## config.mk

```make
export PLATFORM = sky130hd
export DESIGN_NAME = raster_to_tile_address_mapper
export DESIGN_NICKNAME = d
export VERILOG_FILES = /design/src/rtl/rtam_pkg.sv /design/src/rtl/raster_to_tile_address_mapper.sv
export SDC_FILE = /design/constraint.sdc
export NUM_CORES = 1
export LEC_CHECK = 0
export BUFFER_PORTS_ARGS = -buffer_cell sky130_fd_sc_hd__buf_2
export CAP_MARGIN = 25
export CORE_MARGIN = 1.5
export CORE_UTILIZATION = 60
export CTS_BUF_LIST = sky130_fd_sc_hd__clkbuf_4 sky130_fd_sc_hd__clkbuf_8 sky130_fd_sc_hd__clkbuf_16
export DETAILED_ROUTE_END_ITERATION = 16
export GPL_ROUTABILITY_DRIVEN = 1
export PLACE_DENSITY_LB_ADDON = 0.2
export REMOVE_ABC_BUFFERS = 1
export SYNTH_ARGS = -nofsm -noshare
export SYNTH_HDL_FRONTEND = slang
export SYNTH_SLANG_ARGS = --single-unit
```

## constraint.sdc

```tcl
create_clock -name i_clk -period 27.3 [get_ports i_clk]
set_input_delay 2.73 -clock i_clk [delete_from_list [all_inputs] [get_ports i_clk]]
set_output_delay 2.73 -clock i_clk [all_outputs]
set_load 0.1 [all_outputs]
```

## src/rtl/rtam_pkg.sv

```systemverilog
// Shared types and constants for the raster-to-tile address mapper.
`timescale 1ns / 1ps

package rtam_pkg;

    // Default limits on the image and tile dimensions.
    localparam int MAX_IMAGE_DIM_DEF = 4096;
    localparam int MAX_TILE_DIM_DEF  = 256;

    // Configuration register widths and the widths of the register address and data.
    localparam int CFG_IMG_W  = 13;
    localparam int CFG_TILE_W = 9;
    localparam int ADDR_W     = 4;
    localparam int DATA_W     = 32;

    // Register values after reset.
    localparam logic [CFG_IMG_W-1:0]  IMAGE_WIDTH_RST  = 13'd640;
    localparam logic [CFG_IMG_W-1:0]  IMAGE_HEIGHT_RST = 13'd480;
    localparam logic [CFG_TILE_W-1:0] TILE_WIDTH_RST   = 9'd16;
    localparam logic [CFG_TILE_W-1:0] TILE_HEIGHT_RST  = 9'd16;

    // Stream payload widths.
    localparam int COMP_W     = 8;
    localparam int IN_DATA_W  = 24;
    localparam int OUT_DATA_W = 64;
    localparam int INDEX_W    = 24;
    localparam int OFFSET_W   = 16;

    // Register indexes, taken from paddr[3:2].
    typedef enum logic [1:0] {
        REG_IMAGE_WIDTH  = 2'd0,
        REG_IMAGE_HEIGHT = 2'd1,
        REG_TILE_WIDTH   = 2'd2,
        REG_TILE_HEIGHT  = 2'd3
    } t_reg_idx;

    // One result item as held in the output stage.
    typedef struct packed {
        logic                tile_last;
        logic [OFFSET_W-1:0] tile_offset;
        logic [INDEX_W-1:0]  tile_index;
        logic [COMP_W-1:0]   blue;
        logic [COMP_W-1:0]   green;
        logic [COMP_W-1:0]   red;
    } t_result;

endpackage

```

## src/rtl/raster_to_tile_address_mapper.sv

```systemverilog
// Raster-to-tile address mapper: pixel counters, tile addressing and output stage.
// Each accepted pixel of a whole tile has its result registered in the output stage.
// Throughput: one pixel per clock while s_tready is high; the counters and address
// arithmetic (one small multiply for the offset) are combinational.
// A two-entry output stage (result register plus skid register) keeps s_tready
// high while one result waits downstream.
// Reset is synchronous and active low: registers return to 640x480 with 16x16
// tiles, all counters to zero and the output stage empties.
`timescale 1ns / 1ps

module raster_to_tile_address_mapper #(
    parameter int MAX_IMAGE_DIM = rtam_pkg::MAX_IMAGE_DIM_DEF,
    parameter int MAX_TILE_DIM  = rtam_pkg::MAX_TILE_DIM_DEF
) (
    input  logic                            i_clk,
    input  logic                            i_rst_n,
    // Pixel input stream.
    input  logic                            s_tvalid,
    output logic                            s_tready,
    input  logic [rtam_pkg::IN_DATA_W-1:0]  s_tdata,   // red, green, blue
    // Tiled pixel output stream.
    output logic                            m_tvalid,
    input  logic                            m_tready,
    output logic [rtam_pkg::OUT_DATA_W-1:0] m_tdata,   // red, green, blue, tile_index,
                                                       // tile_offset
    output logic                            m_tlast,   // tile_last
    // Configuration port.
    input  logic                            psel,
    input  logic                            penable,
    input  logic                            pwrite,
    input  logic [rtam_pkg::ADDR_W-1:0]     paddr,
    input  logic [rtam_pkg::DATA_W-1:0]     pwdata,
    output logic [rtam_pkg::DATA_W-1:0]     prdata,
    output logic                            pready
);

    localparam int IMG_CW  = $clog2(MAX_IMAGE_DIM + 1);
    localparam int TILE_CW = $clog2(MAX_TILE_DIM + 1);
    localparam int SUM_W   = ((IMG_CW > TILE_CW) ? IMG_CW : TILE_CW) + 1;
    localparam int PROD_W  = 2 * TILE_CW;

    // Configuration registers.
    logic [rtam_pkg::CFG_IMG_W-1:0]  r_image_width;
    logic [rtam_pkg::CFG_IMG_W-1:0]  r_image_height;
    logic [rtam_pkg::CFG_TILE_W-1:0] r_tile_width;
    logic [rtam_pkg::CFG_TILE_W-1:0] r_tile_height;
    logic                            cfg_write;

    // Clamped dimensions.
    logic [31:0]         w32, h32, tw32, th32;
    logic [IMG_CW-1:0]   dim_w, dim_h;
    logic [TILE_CW-1:0]  dim_tw, dim_th;

    // Position counters.
    logic [IMG_CW-1:0]            r_pix_col, n_pix_col;
    logic [IMG_CW-1:0]            r_pix_row, n_pix_row;
    logic [TILE_CW-1:0]           r_col_in_tile, n_col_in_tile;
    logic [TILE_CW-1:0]           r_row_in_tile, n_row_in_tile;
    logic [IMG_CW-1:0]            r_tile_col, n_tile_col;
    logic [IMG_CW-1:0]            r_tile_x0, n_tile_x0;
    logic [IMG_CW-1:0]            r_tile_y0, n_tile_y0;
    logic [rtam_pkg::INDEX_W-1:0] r_row_base, n_row_base;

    // Per-pixel results.
    logic               in_accept;
    logic               tile_fits;
    logic [PROD_W-1:0]  offset_prod;
    rtam_pkg::t_result  result;

    // Output stage.
    rtam_pkg::t_result  r_out, r_skid;
    logic               r_out_valid, r_skid_valid;
    logic               out_take, push;

    // Register writes complete in the access phase; pready is always high.
    assign pready    = 1'b1;
    assign cfg_write = psel && penable && pwrite && pready;

    always_ff @(posedge i_clk) begin
        if (!i_rst_n) begin
            r_image_width  <= rtam_pkg::IMAGE_WIDTH_RST;
            r_image_height <= rtam_pkg::IMAGE_HEIGHT_RST;
            r_tile_width   <= rtam_pkg::TILE_WIDTH_RST;
            r_tile_height  <= rtam_pkg::TILE_HEIGHT_RST;
        end else if (cfg_write) begin
            case (rtam_pkg::t_reg_idx'(paddr[3:2]))
                rtam_pkg::REG_IMAGE_WIDTH: begin
                    r_image_width <= pwdata[rtam_pkg::CFG_IMG_W-1:0];
                end
                rtam_pkg::REG_IMAGE_HEIGHT: begin
                    r_image_height <= pwdata[rtam_pkg::CFG_IMG_W-1:0];
                end
                rtam_pkg::REG_TILE_WIDTH: begin
                    r_tile_width <= pwdata[rtam_pkg::CFG_TILE_W-1:0];
                end
                rtam_pkg::REG_TILE_HEIGHT: begin
                    r_tile_height <= pwdata[rtam_pkg::CFG_TILE_W-1:0];
                end
                default: begin
                end
            endcase
        end
    end

    // Register read-back.
    always_comb begin
        case (rtam_pkg::t_reg_idx'(paddr[3:2]))
            rtam_pkg::REG_IMAGE_WIDTH:  prdata = 32'(r_image_width);
            rtam_pkg::REG_IMAGE_HEIGHT: prdata = 32'(r_image_height);
            rtam_pkg::REG_TILE_WIDTH:   prdata = 32'(r_tile_width);
            rtam_pkg::REG_TILE_HEIGHT:  prdata = 32'(r_tile_height);
            default:                    prdata = '0;
        endcase
    end

    // A zero dimension acts as one and an oversized one is held at its limit.
    always_comb begin
        w32  = 32'(r_image_width);
        h32  = 32'(r_image_height);
        tw32 = 32'(r_tile_width);
        th32 = 32'(r_tile_height);
        if (w32 == 32'd0) w32 = 32'd1;
        else if (w32 > 32'(MAX_IMAGE_DIM)) w32 = 32'(MAX_IMAGE_DIM);
        if (h32 == 32'd0) h32 = 32'd1;
        else if (h32 > 32'(MAX_IMAGE_DIM)) h32 = 32'(MAX_IMAGE_DIM);
        if (tw32 == 32'd0) tw32 = 32'd1;
        else if (tw32 > 32'(MAX_TILE_DIM)) tw32 = 32'(MAX_TILE_DIM);
        if (th32 == 32'd0) th32 = 32'd1;
        else if (th32 > 32'(MAX_TILE_DIM)) th32 = 32'(MAX_TILE_DIM);
        dim_w  = w32[IMG_CW-1:0];
        dim_h  = h32[IMG_CW-1:0];
        dim_tw = tw32[TILE_CW-1:0];
        dim_th = th32[TILE_CW-1:0];
    end

    assign s_tready  = !r_skid_valid;
    assign in_accept = s_tvalid && s_tready;

    // The current tile is whole when its far edges stay inside the image.
    assign tile_fits = (SUM_W'(r_tile_x0) + SUM_W'(dim_tw) <= SUM_W'(dim_w)) &&
                       (SUM_W'(r_tile_y0) + SUM_W'(dim_th) <= SUM_W'(dim_h));

    // Tile address, offset and end-of-tile flag for the pixel at the input.
    assign offset_prod = PROD_W'(r_row_in_tile) * PROD_W'(dim_tw);

    always_comb begin
        result.red         = s_tdata[7:0];
        result.green       = s_tdata[15:8];
        result.blue        = s_tdata[23:16];
        result.tile_index  = r_row_base + rtam_pkg::INDEX_W'(r_tile_col);
        result.tile_offset = rtam_pkg::OFFSET_W'(offset_prod + PROD_W'(r_col_in_tile));
        result.tile_last   = (r_col_in_tile == dim_tw - 1'b1) &&
                             (r_row_in_tile == dim_th - 1'b1);
    end

    // Counter advance for one accepted pixel. The row base grows by the number
    // of whole tiles in a row, which is the tile column reached at a row end.
    always_comb begin
        n_pix_col     = r_pix_col;
        n_pix_row     = r_pix_row;
        n_col_in_tile = r_col_in_tile;
        n_row_in_tile = r_row_in_tile;
        n_tile_col    = r_tile_col;
        n_tile_x0     = r_tile_x0;
        n_tile_y0     = r_tile_y0;
        n_row_base    = r_row_base;
        if (in_accept) begin
            n_col_in_tile = r_col_in_tile + 1'b1;
            if ((TILE_CW + 1)'(r_col_in_tile) + 1'b1 >= (TILE_CW + 1)'(dim_tw)) begin
                n_col_in_tile = '0;
                n_tile_col    = r_tile_col + 1'b1;
                n_tile_x0     = r_pix_col + 1'b1;
            end
            n_pix_col = r_pix_col + 1'b1;
            if ((IMG_CW + 1)'(r_pix_col) + 1'b1 >= (IMG_CW + 1)'(dim_w)) begin
                n_pix_col     = '0;
                n_col_in_tile = '0;
                n_row_in_tile = r_row_in_tile + 1'b1;
                if ((TILE_CW + 1)'(r_row_in_tile) + 1'b1 >= (TILE_CW + 1)'(dim_th)) begin
                    n_row_in_tile = '0;
                    n_row_base    = r_row_base + rtam_pkg::INDEX_W'(n_tile_col);
                    n_tile_y0     = r_pix_row + 1'b1;
                end
                n_tile_col    = '0;
                n_tile_x0     = '0;
                n_pix_row = r_pix_row + 1'b1;
                if ((IMG_CW + 1)'(r_pix_row) + 1'b1 >= (IMG_CW + 1)'(dim_h)) begin
                    n_pix_row     = '0;
                    n_row_in_tile = '0;
                    n_row_base    = '0;
                    n_tile_y0     = '0;
                end
            end
        end
    end

    // Counters restart on reset and on every register write.
    always_ff @(posedge i_clk) begin
        if (!i_rst_n || cfg_write) begin
            r_pix_col     <= '0;
            r_pix_row     <= '0;
            r_col_in_tile <= '0;
            r_row_in_tile <= '0;
            r_tile_col    <= '0;
            r_tile_x0     <= '0;
            r_tile_y0     <= '0;
            r_row_base    <= '0;
        end else begin
            r_pix_col     <= n_pix_col;
            r_pix_row     <= n_pix_row;
            r_col_in_tile <= n_col_in_tile;
            r_row_in_tile <= n_row_in_tile;
            r_tile_col    <= n_tile_col;
            r_tile_x0     <= n_tile_x0;
            r_tile_y0     <= n_tile_y0;
            r_row_base    <= n_row_base;
        end
    end

    // Output stage: a result register backed by a skid register.
    assign out_take = r_out_valid && m_tready;
    assign push     = in_accept && tile_fits;

    always_ff @(posedge i_clk) begin
        if (!i_rst_n) begin
            r_out_valid  <= 1'b0;
            r_skid_valid <= 1'b0;
        end else if (r_skid_valid) begin
            if (out_take) begin
                r_skid_valid <= 1'b0;
            end
        end else if (push) begin
            if (r_out_valid && !out_take) begin
                r_skid_valid <= 1'b1;
            end
            r_out_valid <= 1'b1;
        end else if (out_take) begin
            r_out_valid <= 1'b0;
        end
    end

    always_ff @(posedge i_clk) begin
        if (r_skid_valid) begin
            if (out_take) begin
                r_out <= r_skid;
            end
        end else if (push) begin
            if (r_out_valid && !out_take) begin
                r_skid <= result;
            end else begin
                r_out <= result;
            end
        end
    end

    assign m_tvalid = r_out_valid;
    assign m_tdata  = {r_out.tile_offset, r_out.tile_index,
                       r_out.blue, r_out.green, r_out.red};
    assign m_tlast  = r_out.tile_last;

    // A held result in the skid register always has one ahead of it.
    a_skid_behind_out: assert property (@(posedge i_clk) disable iff (!i_rst_n)
        r_skid_valid |-> r_out_valid)
        else $error("skid register holds a result while the output register is empty");

    // A skid entry moves up when the front result is taken.
    a_skid_moves_up: assert property (@(posedge i_clk) disable iff (!i_rst_n)
        (r_skid_valid && m_tready) |=> (m_tvalid && !r_skid_valid))
        else $error("skid entry was not moved to the output register");

    // Position inside the tile stays below the tile size.
    a_tile_pos_range: assert property (@(posedge i_clk) disable iff (!i_rst_n)
        (r_col_in_tile < dim_tw) && (r_row_in_tile < dim_th))
        else $error("position inside tile out of range");

    // Image position stays inside the frame.
    a_pix_pos_range: assert property (@(posedge i_clk) disable iff (!i_rst_n)
        (r_pix_col < dim_w) && (r_pix_row < dim_h))
        else $error("pixel position outside the frame");

endmodule
```

# Word-level counts from Yosys, hierarchy flattened
# Cells that the tools add are included.
dict set report totals {
  reg_bits 283
  in_bits 67
  out_inout_bits 100
  elab_cells 126
}
dict set report op_classes {
  add_sub_neg 16
  multipliers 1
  order_cmp 10
  n_eq_ne 7
  muxes 34
  bitwise 1
  n_reduce_logical 31
}
# cell count
set op_table {}
lappend op_table {{$mux 65} 4}
lappend op_table {{$mux 13} 13}
lappend op_table {{$pmux 32 s4} 1}
lappend op_table {{$mux 9} 8}
lappend op_table {{$add 24x13->24} 2}
lappend op_table {{$mux 24} 2}
lappend op_table {{$add 13x1->13 const B} 3}
lappend op_table {{$add 13x1->14 const B} 2}
lappend op_table {{$add 13x9->14} 2}
lappend op_table {{$ge 14x13->1} 2}
lappend op_table {{$le 14x13->1} 2}
lappend op_table {{$gt 13x13->1 const B} 2}
lappend op_table {{$logic_not 13->1} 2}
lappend op_table {{$add 9x1->10 const B} 2}
lappend op_table {{$ge 10x9->1} 2}
lappend op_table {{$add 9x1->9 const B} 2}
lappend op_table {{$eq 9x9->1} 2}
lappend op_table {{$gt 9x9->1 const B} 2}
lappend op_table {{$logic_not 9->1} 2}
lappend op_table {{$sub 9x1->9 const B} 2}
lappend op_table {{$add 16x9->16} 1}
lappend op_table {{$mul 9x9->16} 1}
lappend op_table {{$reduce_and 2->1} 7}
lappend op_table {{$reduce_and 3->1} 3}
lappend op_table {{11 further kinds} 29}

# Longest topological paths before layout
# Gate-level depths: netlist of run 1.
dict set report depth {
  word_depth 9
  mapped_depth 24
  mapped_depth_nobuf 22
}

# Worst setup path before layout of run 1
# No wires, ideal clock.
dict set report synth_timing {
  path_kind {reg-to-reg}
  from {register r_tile_width[8] (netlist bit)}
  to {register r_skid[0] (netlist bit) (enable)}
  setup_ps 583
  t_arrival_ps 8812
  required_time_ps 26717
  path_slack_ps 17905
  path_stages_with_launch 23
  n_path_buf 4
  period_less_slack_ps 9395
  path_cell_list {dfxtp_1 > clkbuf_1 > clkbuf_1 > clkbuf_1 > nor2_1 > clkbuf_1 > ha_1 > fa_1 > a21o_1 > a21oi_1 > o21bai_1 > a31oi_1 > o21ai_0 > nand4_1 > xnor2_1 > ha_1 > nand3_1 > nor4_1 > a21oi_1 > o21ai_0 > o211a_1 > nand4_1 > nor3b_1}
}
dict set report synth_via {
  elab_chain_len 8
  word_cells_on_any_way 9
  cone_classes {add/sub (1); order compare (2); mux (2); reduce/logical (4)}
}
# element line_no
set synth_lines {}
lappend synth_lines {{start, declared} raster_to_tile_address_mapper.sv:45} ;# logic [rtam_pkg::CFG_TILE_W-1:0] r_tile_width;
lappend synth_lines {{start signal, assigned} raster_to_tile_address_mapper.sv:83} ;# r_tile_width <= rtam_pkg::TILE_WIDTH_RST;
lappend synth_lines {{start signal, assigned} raster_to_tile_address_mapper.sv:94} ;# r_tile_width <= pwdata[rtam_pkg::CFG_TILE_W-1:0];
lappend synth_lines {{$gt 9x9->1} raster_to_tile_address_mapper.sv:127} ;# else if (tw32 > 32'(MAX_TILE_DIM)) tw32 = 32'(MAX_TILE_DIM);
lappend synth_lines {{$mux 9} raster_to_tile_address_mapper.sv:127}
lappend synth_lines {{$mux 9 *} raster_to_tile_address_mapper.sv:126} ;# if (tw32 == 32'd0) tw32 = 32'd1;
lappend synth_lines {{$add 13x9->14 *} raster_to_tile_address_mapper.sv:140} ;# assign tile_fits = (SUM_W'(r_tile_x0) + SUM_W'(dim_tw) <= SUM_W'(dim_w)) &&
lappend synth_lines {{$le 14x13->1 *} raster_to_tile_address_mapper.sv:140}
lappend synth_lines {{$logic_and 1x1->1 *} raster_to_tile_address_mapper.sv:140}
lappend synth_lines {{$logic_and 1x1->1 *} raster_to_tile_address_mapper.sv:222} ;# assign push = in_accept && tile_fits;
lappend synth_lines {{$reduce_and 3->1 (no source line) *} n/a}
lappend synth_lines {{end signal, assigned} raster_to_tile_address_mapper.sv:249} ;# r_skid <= result;
lappend synth_lines {{end, declared} raster_to_tile_address_mapper.sv:71} ;# rtam_pkg::t_result r_out, r_skid;
# Mark *: on every way between the ends. The rest lies on a longest branch, timed or not.
# A chain may end at the register's enable or synchronous reset.

==> results of run 1 <==
## where the power goes
part           total (W)  switching [W]  internal, W
combinational   0.000144       0.000117    0.0000267
clock           0.000403       0.000171     0.000232
sequential      0.000466     0.00000775     0.000458
## flip-flops by register name, indices dropped and copies added (netlist names)
register	flops
r_row_base	24
r_image_width	13
r_tile_width	9
r_skid_valid	1
r_tile_y0	13
r_tile_x0	13
r_row_in_tile	9
r_tile_height	9
r_pix_row	13
r_pix_col	13
m_tdata	64
r_tile_col	13
r_col_in_tile	9
r_skid	65
m_tvalid	1
m_tlast	1
r_image_height	13
## worst register-to-register path: cells and delay by family (launching register included)
kind	cells	cell delay [ns]
fa+ha+maj	6	2.82
compound gates	6	1.33
simple gates	3	1.30
flops	1	0.47
mux	1	0.28
buf+inv	3	0.15
xor+xnor	1	0.14
## logic make-up after synthesis
family                     after synthesis  synth area share (%)
and+or+nand+nor                        659                 16.73
buffers and inverters                  246                 5.368
other                                    2               0.03840
DFF                                    283                 35.63
adders and majority gates              223                 16.49
xor gates and xnor gates               145                 6.494
muxes                                   93                 5.714
AOI/OAI and AO/OA                      394                 13.53
## synthesized netlist by cell type, types with 11 or more instances
cell      count
nor4_1       13
or3_1        13
a31oi_1      20
a21oi_1     112
a22o_1       20
a211oi_1     15
and3_1       25
a21o_1       17
buf_2        18
a21boi_0     25
inv_1       125
buf_4        23
edfxtp_1    130
xor2_1       48
or2_2        11
nor2b_1      32
nand4_1      23
o21ai_0      68
xnor2_1      97
ha_1        165
nor2_1      102
o21a_1       17
dfxtp_1     153
o31ai_1      17
nand3_1      51
nand2_1     259
o21bai_1     13
mux2i_1      25
and2_1       40
nor3_1       27
mux2_2       59
fa_1         58
clkbuf_1     68
or4_1        21
## final cells by class
type	count	area share, %
Sequential cell	283	32.63
Inverter	126	2.215
Clock buffer	36	3.809
Tap cell	435	2.549
Timing Repair Buffer	143	3.580
Antenna cell	1	0.01172
Multi-Input combinational cell	1534	54.43
Clock inverter	20	0.7735
## worst min-delay path by stage
stage	endpoint	slack, ns	depth (start not counted)
after floorplan	r_tile_x0[2]$_SDFFE_PP0P_	0.44	2
after global placement	r_tile_x0[2]$_SDFFE_PP0P_	0.45	2
after detailed placement	r_tile_x0[6]$_SDFFE_PP0P_	0.46	2
after CTS	r_tile_x0[2]$_SDFFE_PP0P_	0.47	2
after global routing	r_tile_x0[2]$_SDFFE_PP0P_	0.49	2
final	r_tile_x0[2]$_SDFFE_PP0P_	0.47	2
## routing by layer
layer	vias to the layer above	GRT usage [%]	wire (um)
met5	-	0	0
met4	0	9.738	1387
met3	77	3.506	2586
met2	471	47.23	21940
met1	7362	37.89	21370
li1	7354	-	-
## stage by stage
step	worst slack, ns	power [W]	hold slack, ns	utilization (%)	instances
5_1_grt	20.14	0.001044	0.4898	67.14	2577
6_report	20.54	0.001013	0.4660	67.15	2578
2_1_floorplan	18.13	0.0005893	0.4362	-	1943
3_3_place_gp	20.55	0.0006163	0.4472	64.00	2519
3_5_place_dp	20.57	0.0006185	0.4608	64.04	2520
4_1_cts	20.56	0.001020	0.4703	67.11	2576
==> results.py, run 1 <==
metrics = {
    "sta": {
        "setup_viol": 0,
        "skew_ns": 0.01386,
        "rsz0062_at_grt": "false",
        "fmax_mhz": 148.0,
        "hold_violations": 0,
        "finalCritPeriodShare_pct": 24.75,
        "worstMarginPinSlew_ns": 1.060,
        "relSlewSlack_pct": 29.16,
        "finalSetupTns_ns": 0,
        "min_period_ns": 6.756,
        "slew_violations": 0,
    },
    "floorplanning": {
        "die_h_um": 183.5,
        "start_util_pct": 61.50,
        "io_pins": 167,
        "die_x_um": 183.5,
        "rows": 65,
        "dieArea_um2": 33680,
        "coreArea_um2": 31800,
    },
    "synthesis": {
        "seq_area_frac_synth_pct": 35.63,
        "yosys_register_bits": 283,
        "synth_ff_type": "dfxtp_1",
        "synth-warning-count": 0,
        "yosysTopAreaCell": "edfxtp_1",
        "syn_area_um2": 19560,
        "synth.distinct_cells": 95,
        "postSynthCellCount": 2045,
        "async_flop_share_pct": 0,
        "synth-edff-count": 130,
        "avgSynthCellArea_um2": 9.562,
        "synth_top_area_share_pct": 19.96,
        "synthTopCellsByArea": "edfxtp_1 (20%), dfxtp_1 (16%), ha_1 (11%)",
    },
    "min_path": {
        "min-delay-path-class": "flip-flop to flip-flop",
        "min_from": "r_tile_x0[2]$_SDFFE_PP0P_",
    },
    "critical_path": {
        "r2r_setup_slack_ns": 20.54,
        "critical_path_class": "flip-flop to flip-flop",
        "end_kind": "flip-flop",
        "ff2ff_path_depth": 20,
        "critPathSlowestCell": "nor2_1",
        "worst_path_largest_cell_delay_ns": 0.69,
        "cp.arrival_ns": 7.05,
        "cp-startpoint": "r_tile_width[3]$_SDFFE_PN0P_",
        "critPathMaxFanout": 12,
        "path_common_cell": "fa_1",
        "worstSetupEndpoint": "m_tdata[63]$_DFFE_PP_",
        "startpoint_type": "flip-flop",
        "rr_endpoint": "m_tdata[63]$_DFFE_PP_",
        "path_depth": 20,
        "crit_chain": "nor3_1 > a31oi_1 > nor2_1 > nand2_1 > fa_1 > inv_1 > fa_1 > inv_1 > fa_1 > fa_1 > inv_1 > fa_1 > ha_1 > o21a_1 > o21ai_0 > o31ai_1 > a2111o_1 > a31oi_1 > xor2_1 > mux2_2",
        "worst-path-buf-inv": 3,
        "timing.rr.start": "r_tile_width[3]$_SDFFE_PN0P_",
        "crit_family": "adder cells",
        "required_ns": 27.60,
    },
    "grt": {
        "overflow": 0,
        "track_usage_pct": 28.24,
        "antenna_found_initial": 1,
        "grt_max_degree": 66,
        "grt_first_pass_wirelength_um": 76920,
        "grt_pass1_vias": 14930,
    },
    "clock_network": {
        "cts_setup_buffers": 0,
        "cts_hold_buf": 0,
        "clock_latency_ns": 0.56,
        "cts.sinks": 283,
        "clkTransAtPathRegs_ns": 0.06,
        "clock_path_buffers": 3,
        "cts.htree.levels": 1,
        "cts_tree": "done",
        "post_cts_resize_count": 0,
        "cts_made_buffers": 30,
        "clock-root-buffer": "clkbuf_16",
    },
    "cells_and_area": {
        "regArea_um2": 6968,
        "syn_to_final_growth_pct": 9.188,
        "layout_commonest_cell": "nand2_1",
        "multi_input_area_um2": 11620,
        "fin_nets": 2408,
        "fin_area_um2": 21350,
        "drive_gt1_share_pct": 14.52,
        "final_cell_mix": "nand2_1 (258), ha_1 (165), dfxtp_1 (152)",
        "fillerInstances": 2513,
    },
    "detailed_routing": {
        "wl_per_cell_um": 18.34,
        "viasPerCell": 5.921,
        "first_iter_violations": 1253,
        "dr.pass1.iters": 5,
        "ant_nets": 0,
        "drc": 0,
        "drt_wl_total_um": 47280,
        "num_vias": 15260,
    },
    "power": {
        "powerDensity_nw_per_um2": 47.44,
        "vdd.ir_drop.worst_mv": 0.04669,
        "p_leak_nw": 9.236,
    },
    "run_status": {
        "status": "finished clean",
    },
    "job": {
        "maxCapViolations": 0,
    },
    "placement": {
        "gp_congestion": 0.9090,
        "placed_area_um2": 20360,
        "portBuffers": 125,
        "hpwl_um": 34260,
    },
}
Note: power is estimated with default switching activity, not from simulation.
==> inputs of run 2 (changes only) <==
--- a/config.mk
+++ b/config.mk
@@ -8,7 +8,7 @@
 export BUFFER_PORTS_ARGS = -buffer_cell sky130_fd_sc_hd__buf_2
 export CAP_MARGIN = 25
 export CORE_MARGIN = 1.5
-export CORE_UTILIZATION = 60
+export CORE_UTILIZATION = 55
 export CTS_BUF_LIST = sky130_fd_sc_hd__clkbuf_4 sky130_fd_sc_hd__clkbuf_8 sky130_fd_sc_hd__clkbuf_16
 export DETAILED_ROUTE_END_ITERATION = 16
 export GPL_ROUTABILITY_DRIVEN = 1
==> constraint.sdc (replaced) <==
create_clock -name i_clk -period 5.9 [get_ports i_clk]
set_input_delay 0.59 -clock i_clk [delete_from_list [all_inputs] [get_ports i_clk]]
set_output_delay 0.59 -clock i_clk [all_outputs]
set_load 0.1 [all_outputs]
==> run 2 against run 1 <==
Register-to-register slack worse by 20 ns. Non-clock buffer count is 37 higher. Critical path type unchanged. Largest cell class unchanged. Via count is 1.8% higher. Critical path depth is 1 higher. Sequential share of layout area is 0.86 points lower. Global-route usage is 2.0 points lower. Cell area is 2.7% higher. Maximum frequency is 18% higher. Clock-buffer cell count is 2 higher.
==> results.py, run 2 (synthesis gave the netlist of run 1 again) <==
metrics = {
    "floorplanning": {
        "start_util_pct": 56.20,
        "rows": 68,
        "coreArea_um2": 34800,
        "die_x_um": 191.6,
        "die_h_um": 191.6,
        "io_pins": 167,
        "dieArea_um2": 36700,
    },
    "clock_network": {
        "cts_setup_buffers": 0,
        "cts.sinks": 283,
        "clock-root-buffer": "clkbuf_16",
        "clock_latency_ns": 0.53,
        "clkTransAtPathRegs_ns": 0.06,
        "cts.htree.levels": 2,
        "cts_tree": "done",
        "post_cts_resize_count": 1,
        "cts_hold_buf": 0,
        "clock_path_buffers": 3,
        "cts_made_buffers": 34,
    },
    "critical_path": {
        "cp.arrival_ns": 6.00,
        "startpoint_type": "flip-flop",
        "worst-path-buf-inv": 4,
        "critPathMaxFanout": 9,
        "required_ns": 6.17,
        "critPathSlowestCell": "fa_1",
        "critical_path_class": "flip-flop to flip-flop",
        "end_kind": "flip-flop",
        "worst_path_largest_cell_delay_ns": 0.54,
        "path_common_cell": "fa_1",
        "crit_chain": "nor3_1 > a31oi_1 > nor2_2 > buf_4 > nand2_1 > fa_1 > inv_1 > fa_1 > ha_1 > fa_1 > inv_1 > fa_1 > inv_1 > ha_1 > o21ai_0 > o21a_1 > o31ai_2 > a2111o_1 > a31oi_1 > xor2_1 > mux2_2",
        "crit_family": "adder cells",
    },
    "job": {
        "maxCapViolations": 0,
    },
    "cells_and_area": {
        "largest_reg_flops": 65,
        "layout_commonest_cell": "nand2_1",
        "fin_area_um2": 21930,
        "final_cell_mix": "nand2_1 (258), ha_1 (165), dfxtp_1 (152)",
        "drive_gt1_share_pct": 16.37,
        "syn_to_final_growth_pct": 12.14,
        "fin_nets": 2449,
        "diodes": 0,
        "largest-register": "r_skid",
    },
    "sta": {
        "setup_viol": 0,
        "hold_violations": 0,
        "relSlewSlack_pct": 37.30,
        "worstMarginPinSlew_ns": 0.9405,
        "fmax_mhz": 174.5,
        "min_period_ns": 5.729,
        "rsz0062_at_grt": "true",
        "skew_ns": 0.03039,
        "slew_violations": 0,
        "finalCritPeriodShare_pct": 97.11,
    },
    "detailed_routing": {
        "first_iter_violations": 987,
        "drc": 0,
        "wl_per_cell_um": 18.15,
        "num_vias": 15550,
        "ant_nets": 0,
        "viasPerCell": 5.897,
        "dr.pass1.iters": 6,
        "drt_wl_total_um": 47840,
    },
    "power": {
        "p_leak_nw": 9.555,
        "power_w": 0.005066,
        "vdd.ir_drop.worst_mv": 0.2691,
        "powerDensity_nw_per_um2": 231.0,
    },
    "grt": {
        "grt_pass1_vias": 15290,
        "grt_max_degree": 66,
        "track_usage_pct": 26.27,
        "antenna_found_initial": 0,
        "overflow": 0,
        "grt_first_pass_wirelength_um": 76960,
    },
    "placement": {
        "hpwl_um": 35990,
        "placed_area_um2": 20690,
        "gp_congestion": 0.9113,
        "portBuffers": 125,
    },
    "run_status": {
        "status": "finished clean",
    },
    "min_path": {
        "min-delay-path-class": "input port to flip-flop",
    },
}
-- run 2: per-layer routing --
metal / global-route usage [%] / wire [um] / vias to the layer above
li1: - / - / 7443
met1: 34.23 / 21130 / 7472
met2: 44.18 / 22280 / 523
met3: 3.727 / 2911 / 107
met4: 10.01 / 1513 / 0
met5: 0 / 0 / -
-- run 2: worst paths after layout --
path | startpoint | to | slack, ns | cells after the start
worst max-delay path | r_tile_width[3]$_SDFFE_PN0P_ | m_tdata[63]$_DFFE_PP_ | 0.17 | 21
worst min-delay path | s_tdata[11] | r_skid[11]$_DFFE_PP_ | 0.25 | 1
worst max register to register | r_tile_width[3]$_SDFFE_PN0P_ | m_tdata[63]$_DFFE_PP_ | 0.17 | 21
worst min register to register | r_tile_x0[5]$_SDFFE_PP0P_ | r_tile_x0[5]$_SDFFE_PP0P_ | 0.47 | 2
-- run 2: final cells by class --
| cell class | count | area, um^2 |
|---|---|---|
| sequential | 283 | 6968 |
| clock buffer | 38 | 910.9 |
| timing repair buffer | 180 | 1067 |
| inverter | 126 | 473.0 |
| fill | 2831 | 12870 |
| clock inverter | 20 | 289.0 |
| multi-input combinational | 1534 | 11650 |
| tap | 455 | 569.3 |
-- run 2: report_power, final --
group / switching, W / internal, W
clock network: 0.000854 / 0.00138
registers: 0.0000333 / 0.00212
logic: 0.000547 / 0.000129
total: 0.00143 / 0.00363
-- run 2: metrics by stage --
stage | setup WS [ns] | instances | utilization, % | TNS, ns | hold WS (ns)
final | 0.1707 | 2636 | 63.02 | 0 | 0.2473
after CTS | 0.1100 | 2635 | 62.91 | 0 | 0.2290
after global placement | 0.1390 | 2577 | 59.45 | 0 | 0.4534
after global routing | -0.04828 | 2636 | 63.02 | -0.04828 | 0.2388
after detailed placement | 0.03028 | 2577 | 59.45 | 0 | 0.4569
after floorplan | -3.221 | 1943 | - | -312.87 | 0.4362
==> inputs of run 3 (changes only) <==
--- a/config.mk
+++ b/config.mk
@@ -7,8 +7,9 @@
 export LEC_CHECK = 0
 export BUFFER_PORTS_ARGS = -buffer_cell sky130_fd_sc_hd__buf_2
 export CAP_MARGIN = 25
+export CORE_ASPECT_RATIO = 0.75
 export CORE_MARGIN = 1.5
-export CORE_UTILIZATION = 55
+export CORE_UTILIZATION = 65
 export CTS_BUF_LIST = sky130_fd_sc_hd__clkbuf_4 sky130_fd_sc_hd__clkbuf_8 sky130_fd_sc_hd__clkbuf_16
 export DETAILED_ROUTE_END_ITERATION = 16
 export GPL_ROUTABILITY_DRIVEN = 1
==> constraint.sdc (replaced) <==
create_clock -name i_clk -period 6.6 [get_ports i_clk]
set_input_delay 0.66 -clock i_clk [delete_from_list [all_inputs] [get_ports i_clk]]
set_output_delay 0.66 -clock i_clk [all_outputs]
set_load 0.1 [all_outputs]
==> run 3 against run 2 <==
Final cell count is 3.3% lower. Largest power group is now registers. Total power decreased by 15%. Clock skew fell by 0.015 ns. Setup slack better by 0.21 ns. Combinational power shrank 9.9%. Via count grew 1.7%. Non-clock buffer count down 20. Critical path type unchanged. Critical endpoint unchanged. Critical path depth unchanged.
==> results.py, run 3 (synthesis gave the netlist of run 1 again) <==
metrics = {
    "sta": {
        "hold_violations": 0,
        "setup_viol": 0,
        "rsz0062_at_grt": "false",
        "finalSetupTns_ns": 0,
        "slew_violations": 0,
        "fmax_mhz": 160.7,
        "min_period_ns": 6.222,
        "finalCritPeriodShare_pct": 94.27,
        "relSlewSlack_pct": 34.52,
        "skew_ns": 0.01555,
        "worstMarginPinSlew_ns": 0.9822,
    },
    "critical_path": {
        "critPathMaxFanout": 7,
        "startpoint_type": "flip-flop",
        "end_kind": "flip-flop",
        "cp.arrival_ns": 6.55,
        "critical_path_class": "flip-flop to flip-flop",
        "required_ns": 6.93,
    },
    "grt": {
        "track_usage_pct": 32.16,
        "antenna_found_initial": 1,
        "grt_first_pass_wirelength_um": 79760,
        "grt_max_degree": 66,
        "grt_pass1_vias": 15240,
        "overflow": 0,
    },
    "clock_network": {
        "clock-root-buffer": "clkbuf_16",
        "clkTransAtPathRegs_ns": 0.06,
        "cts_made_buffers": 29,
        "cts.htree.levels": 1,
        "cts_tree": "done",
        "cts.sinks": 283,
        "clock_path_buffers": 3,
        "clock_latency_ns": 0.58,
        "cts_setup_buffers": 0,
    },
    "placement": {
        "gp_congestion": 0.9523,
        "portBuffers": 125,
        "hpwl_um": 36940,
    },
    "cells_and_area": {
        "multi_input_area_um2": 11620,
        "layout_commonest_cell": "nand2_1",
        "drive_gt1_share_pct": 15.31,
        "largest-register": "r_skid",
        "fillerInstances": 2151,
        "syn_to_final_growth_pct": 9.867,
        "regArea_um2": 6968,
        "fin_nets": 2424,
        "final_cell_mix": "nand2_1 (258), ha_1 (165), dfxtp_1 (152)",
        "diodes": 0,
        "largest_reg_flops": 65,
    },
    "floorplanning": {
        "die_h_um": 153.2,
        "die_x_um": 203.3,
        "io_pins": 167,
        "rows": 54,
        "coreArea_um2": 29320,
        "dieArea_um2": 31140,
        "start_util_pct": 66.69,
    },
    "job": {
        "maxCapViolations": 0,
    },
    "min_path": {
        "min-delay-path-class": "input port to flip-flop",
    },
    "power": {
        "p_leak_nw": 9.371,
        "vdd.ir_drop.worst_mv": 0.2701,
        "power_w": 0.004286,
        "powerDensity_nw_per_um2": 199.5,
    },
    "detailed_routing": {
        "drc": 0,
        "dr.pass1.iters": 6,
        "wl_per_cell_um": 19.74,
        "viasPerCell": 6.203,
        "first_iter_violations": 1606,
        "ant_nets": 0,
        "drt_wl_total_um": 50290,
        "num_vias": 15810,
    },
    "run_status": {
        "status": "finished clean",
    },
}
-- run 3: cell count changes in the layout (fill, tap and decap cells not counted), moves of 2 or more --
cell        previous run  this run
buf_4                 52        32
clkbuf_16             35        30
clkinv_2               2         6
nor2b_1               27        31
nor2b_2                5         1
bufinv_16              6         3
clkinv_1               5         2
clkbuf_4               1         3
clkbuf_8               2         4
clkinv_8               2         0
clkinvlp_4             3         1
inv_6                  1         3
-- run 3: per-stage QoR --
step                      cell area, um^2  utilization, %  setup WS [ns]  std cells  hold slack [ns]
after detailed placement            20460           69.79         0.3813       2495           0.4669
after floorplan                     19050               -         -2.521       1943           0.4362
final                               21480           73.27         0.3785       2548           0.2848
after global routing                21480           73.27         0.1140       2548           0.2661
after CTS                           21480           73.26         0.3639       2548           0.2631
after global placement              20440           69.70         0.4662       2493           0.4567
-- run 3: report_power, final --
group          leakage [nW]  switching [W]  total, W  internal, W
combinational          6.42       0.000495  0.000609     0.000114
clock                 0.509       0.000732   0.00175      0.00102
sequential             2.44      0.0000343   0.00193      0.00189
total                  9.37        0.00126   0.00429      0.00302
-- run 3: final timing paths --
path / from / end / slack, ns / cells past startpoint
worst max register to register: r_tile_width[5]$_SDFFE_PN0P_ / m_tdata[63]$_DFFE_PP_ / 0.38 / 21
worst min register to register: r_tile_x0[2]$_SDFFE_PP0P_ / r_tile_x0[2]$_SDFFE_PP0P_ / 0.48 / 2
worst max-delay path: r_tile_width[5]$_SDFFE_PN0P_ / m_tdata[63]$_DFFE_PP_ / 0.38 / 21
worst min-delay path: s_tdata[15] / r_skid[15]$_DFFE_PP_ / 0.28 / 1
-- run 3: layout make-up --
| cell class | instances | share of cell area (%) |
|---|---|---|
| Sequential cell | 283 | 32.43 |
| Clock buffer | 37 | 3.855 |
| Timing Repair Buffer | 160 | 4.246 |
| Clock inverter | 16 | 0.8794 |
| Tap cell | 392 | 2.283 |
| Inverter | 126 | 2.201 |
| Multi-Input combinational cell | 1534 | 54.10 |
-- run 3: repair_timing --
| action | in CTS | in global routing |
|---|---|---|
| hold endpoints to repair | 0 | 0 |
| setup endpoints to repair | 0 | 1 |
| resized for setup | 0 | 1 |
| hold buffers | 0 | 0 |
-- run 3: critical path, cell delays in order, from the launching register on --
cell      delay, ns
dfxtp_1        0.37
nor3_1         0.39
a31oi_1        0.23
nor2_2         0.27
buf_4          0.20
nand2_1        0.07
fa_1           0.50
inv_1          0.05
fa_1           0.47
ha_1           0.33
fa_1           0.54
inv_1          0.05
fa_1           0.49
inv_1          0.04
ha_1           0.35
o21a_1         0.21
o21ai_0        0.24
o31ai_1        0.18
a2111o_1       0.44
a31oi_1        0.20
xor2_1         0.10
mux2_2         0.27
-- run 3: routing by layer --
metal  part of all wire [%]  vias up  wire [um]  global-route usage, %
met1                     45     7547      22860                  47.97
li1                       -     7394          -                      -
met5                      0        -          0                      0
met2                     43      782      21440                  48.29
met3                    9.7       83       4858                  5.544
met4                    2.3        0       1135                  8.607
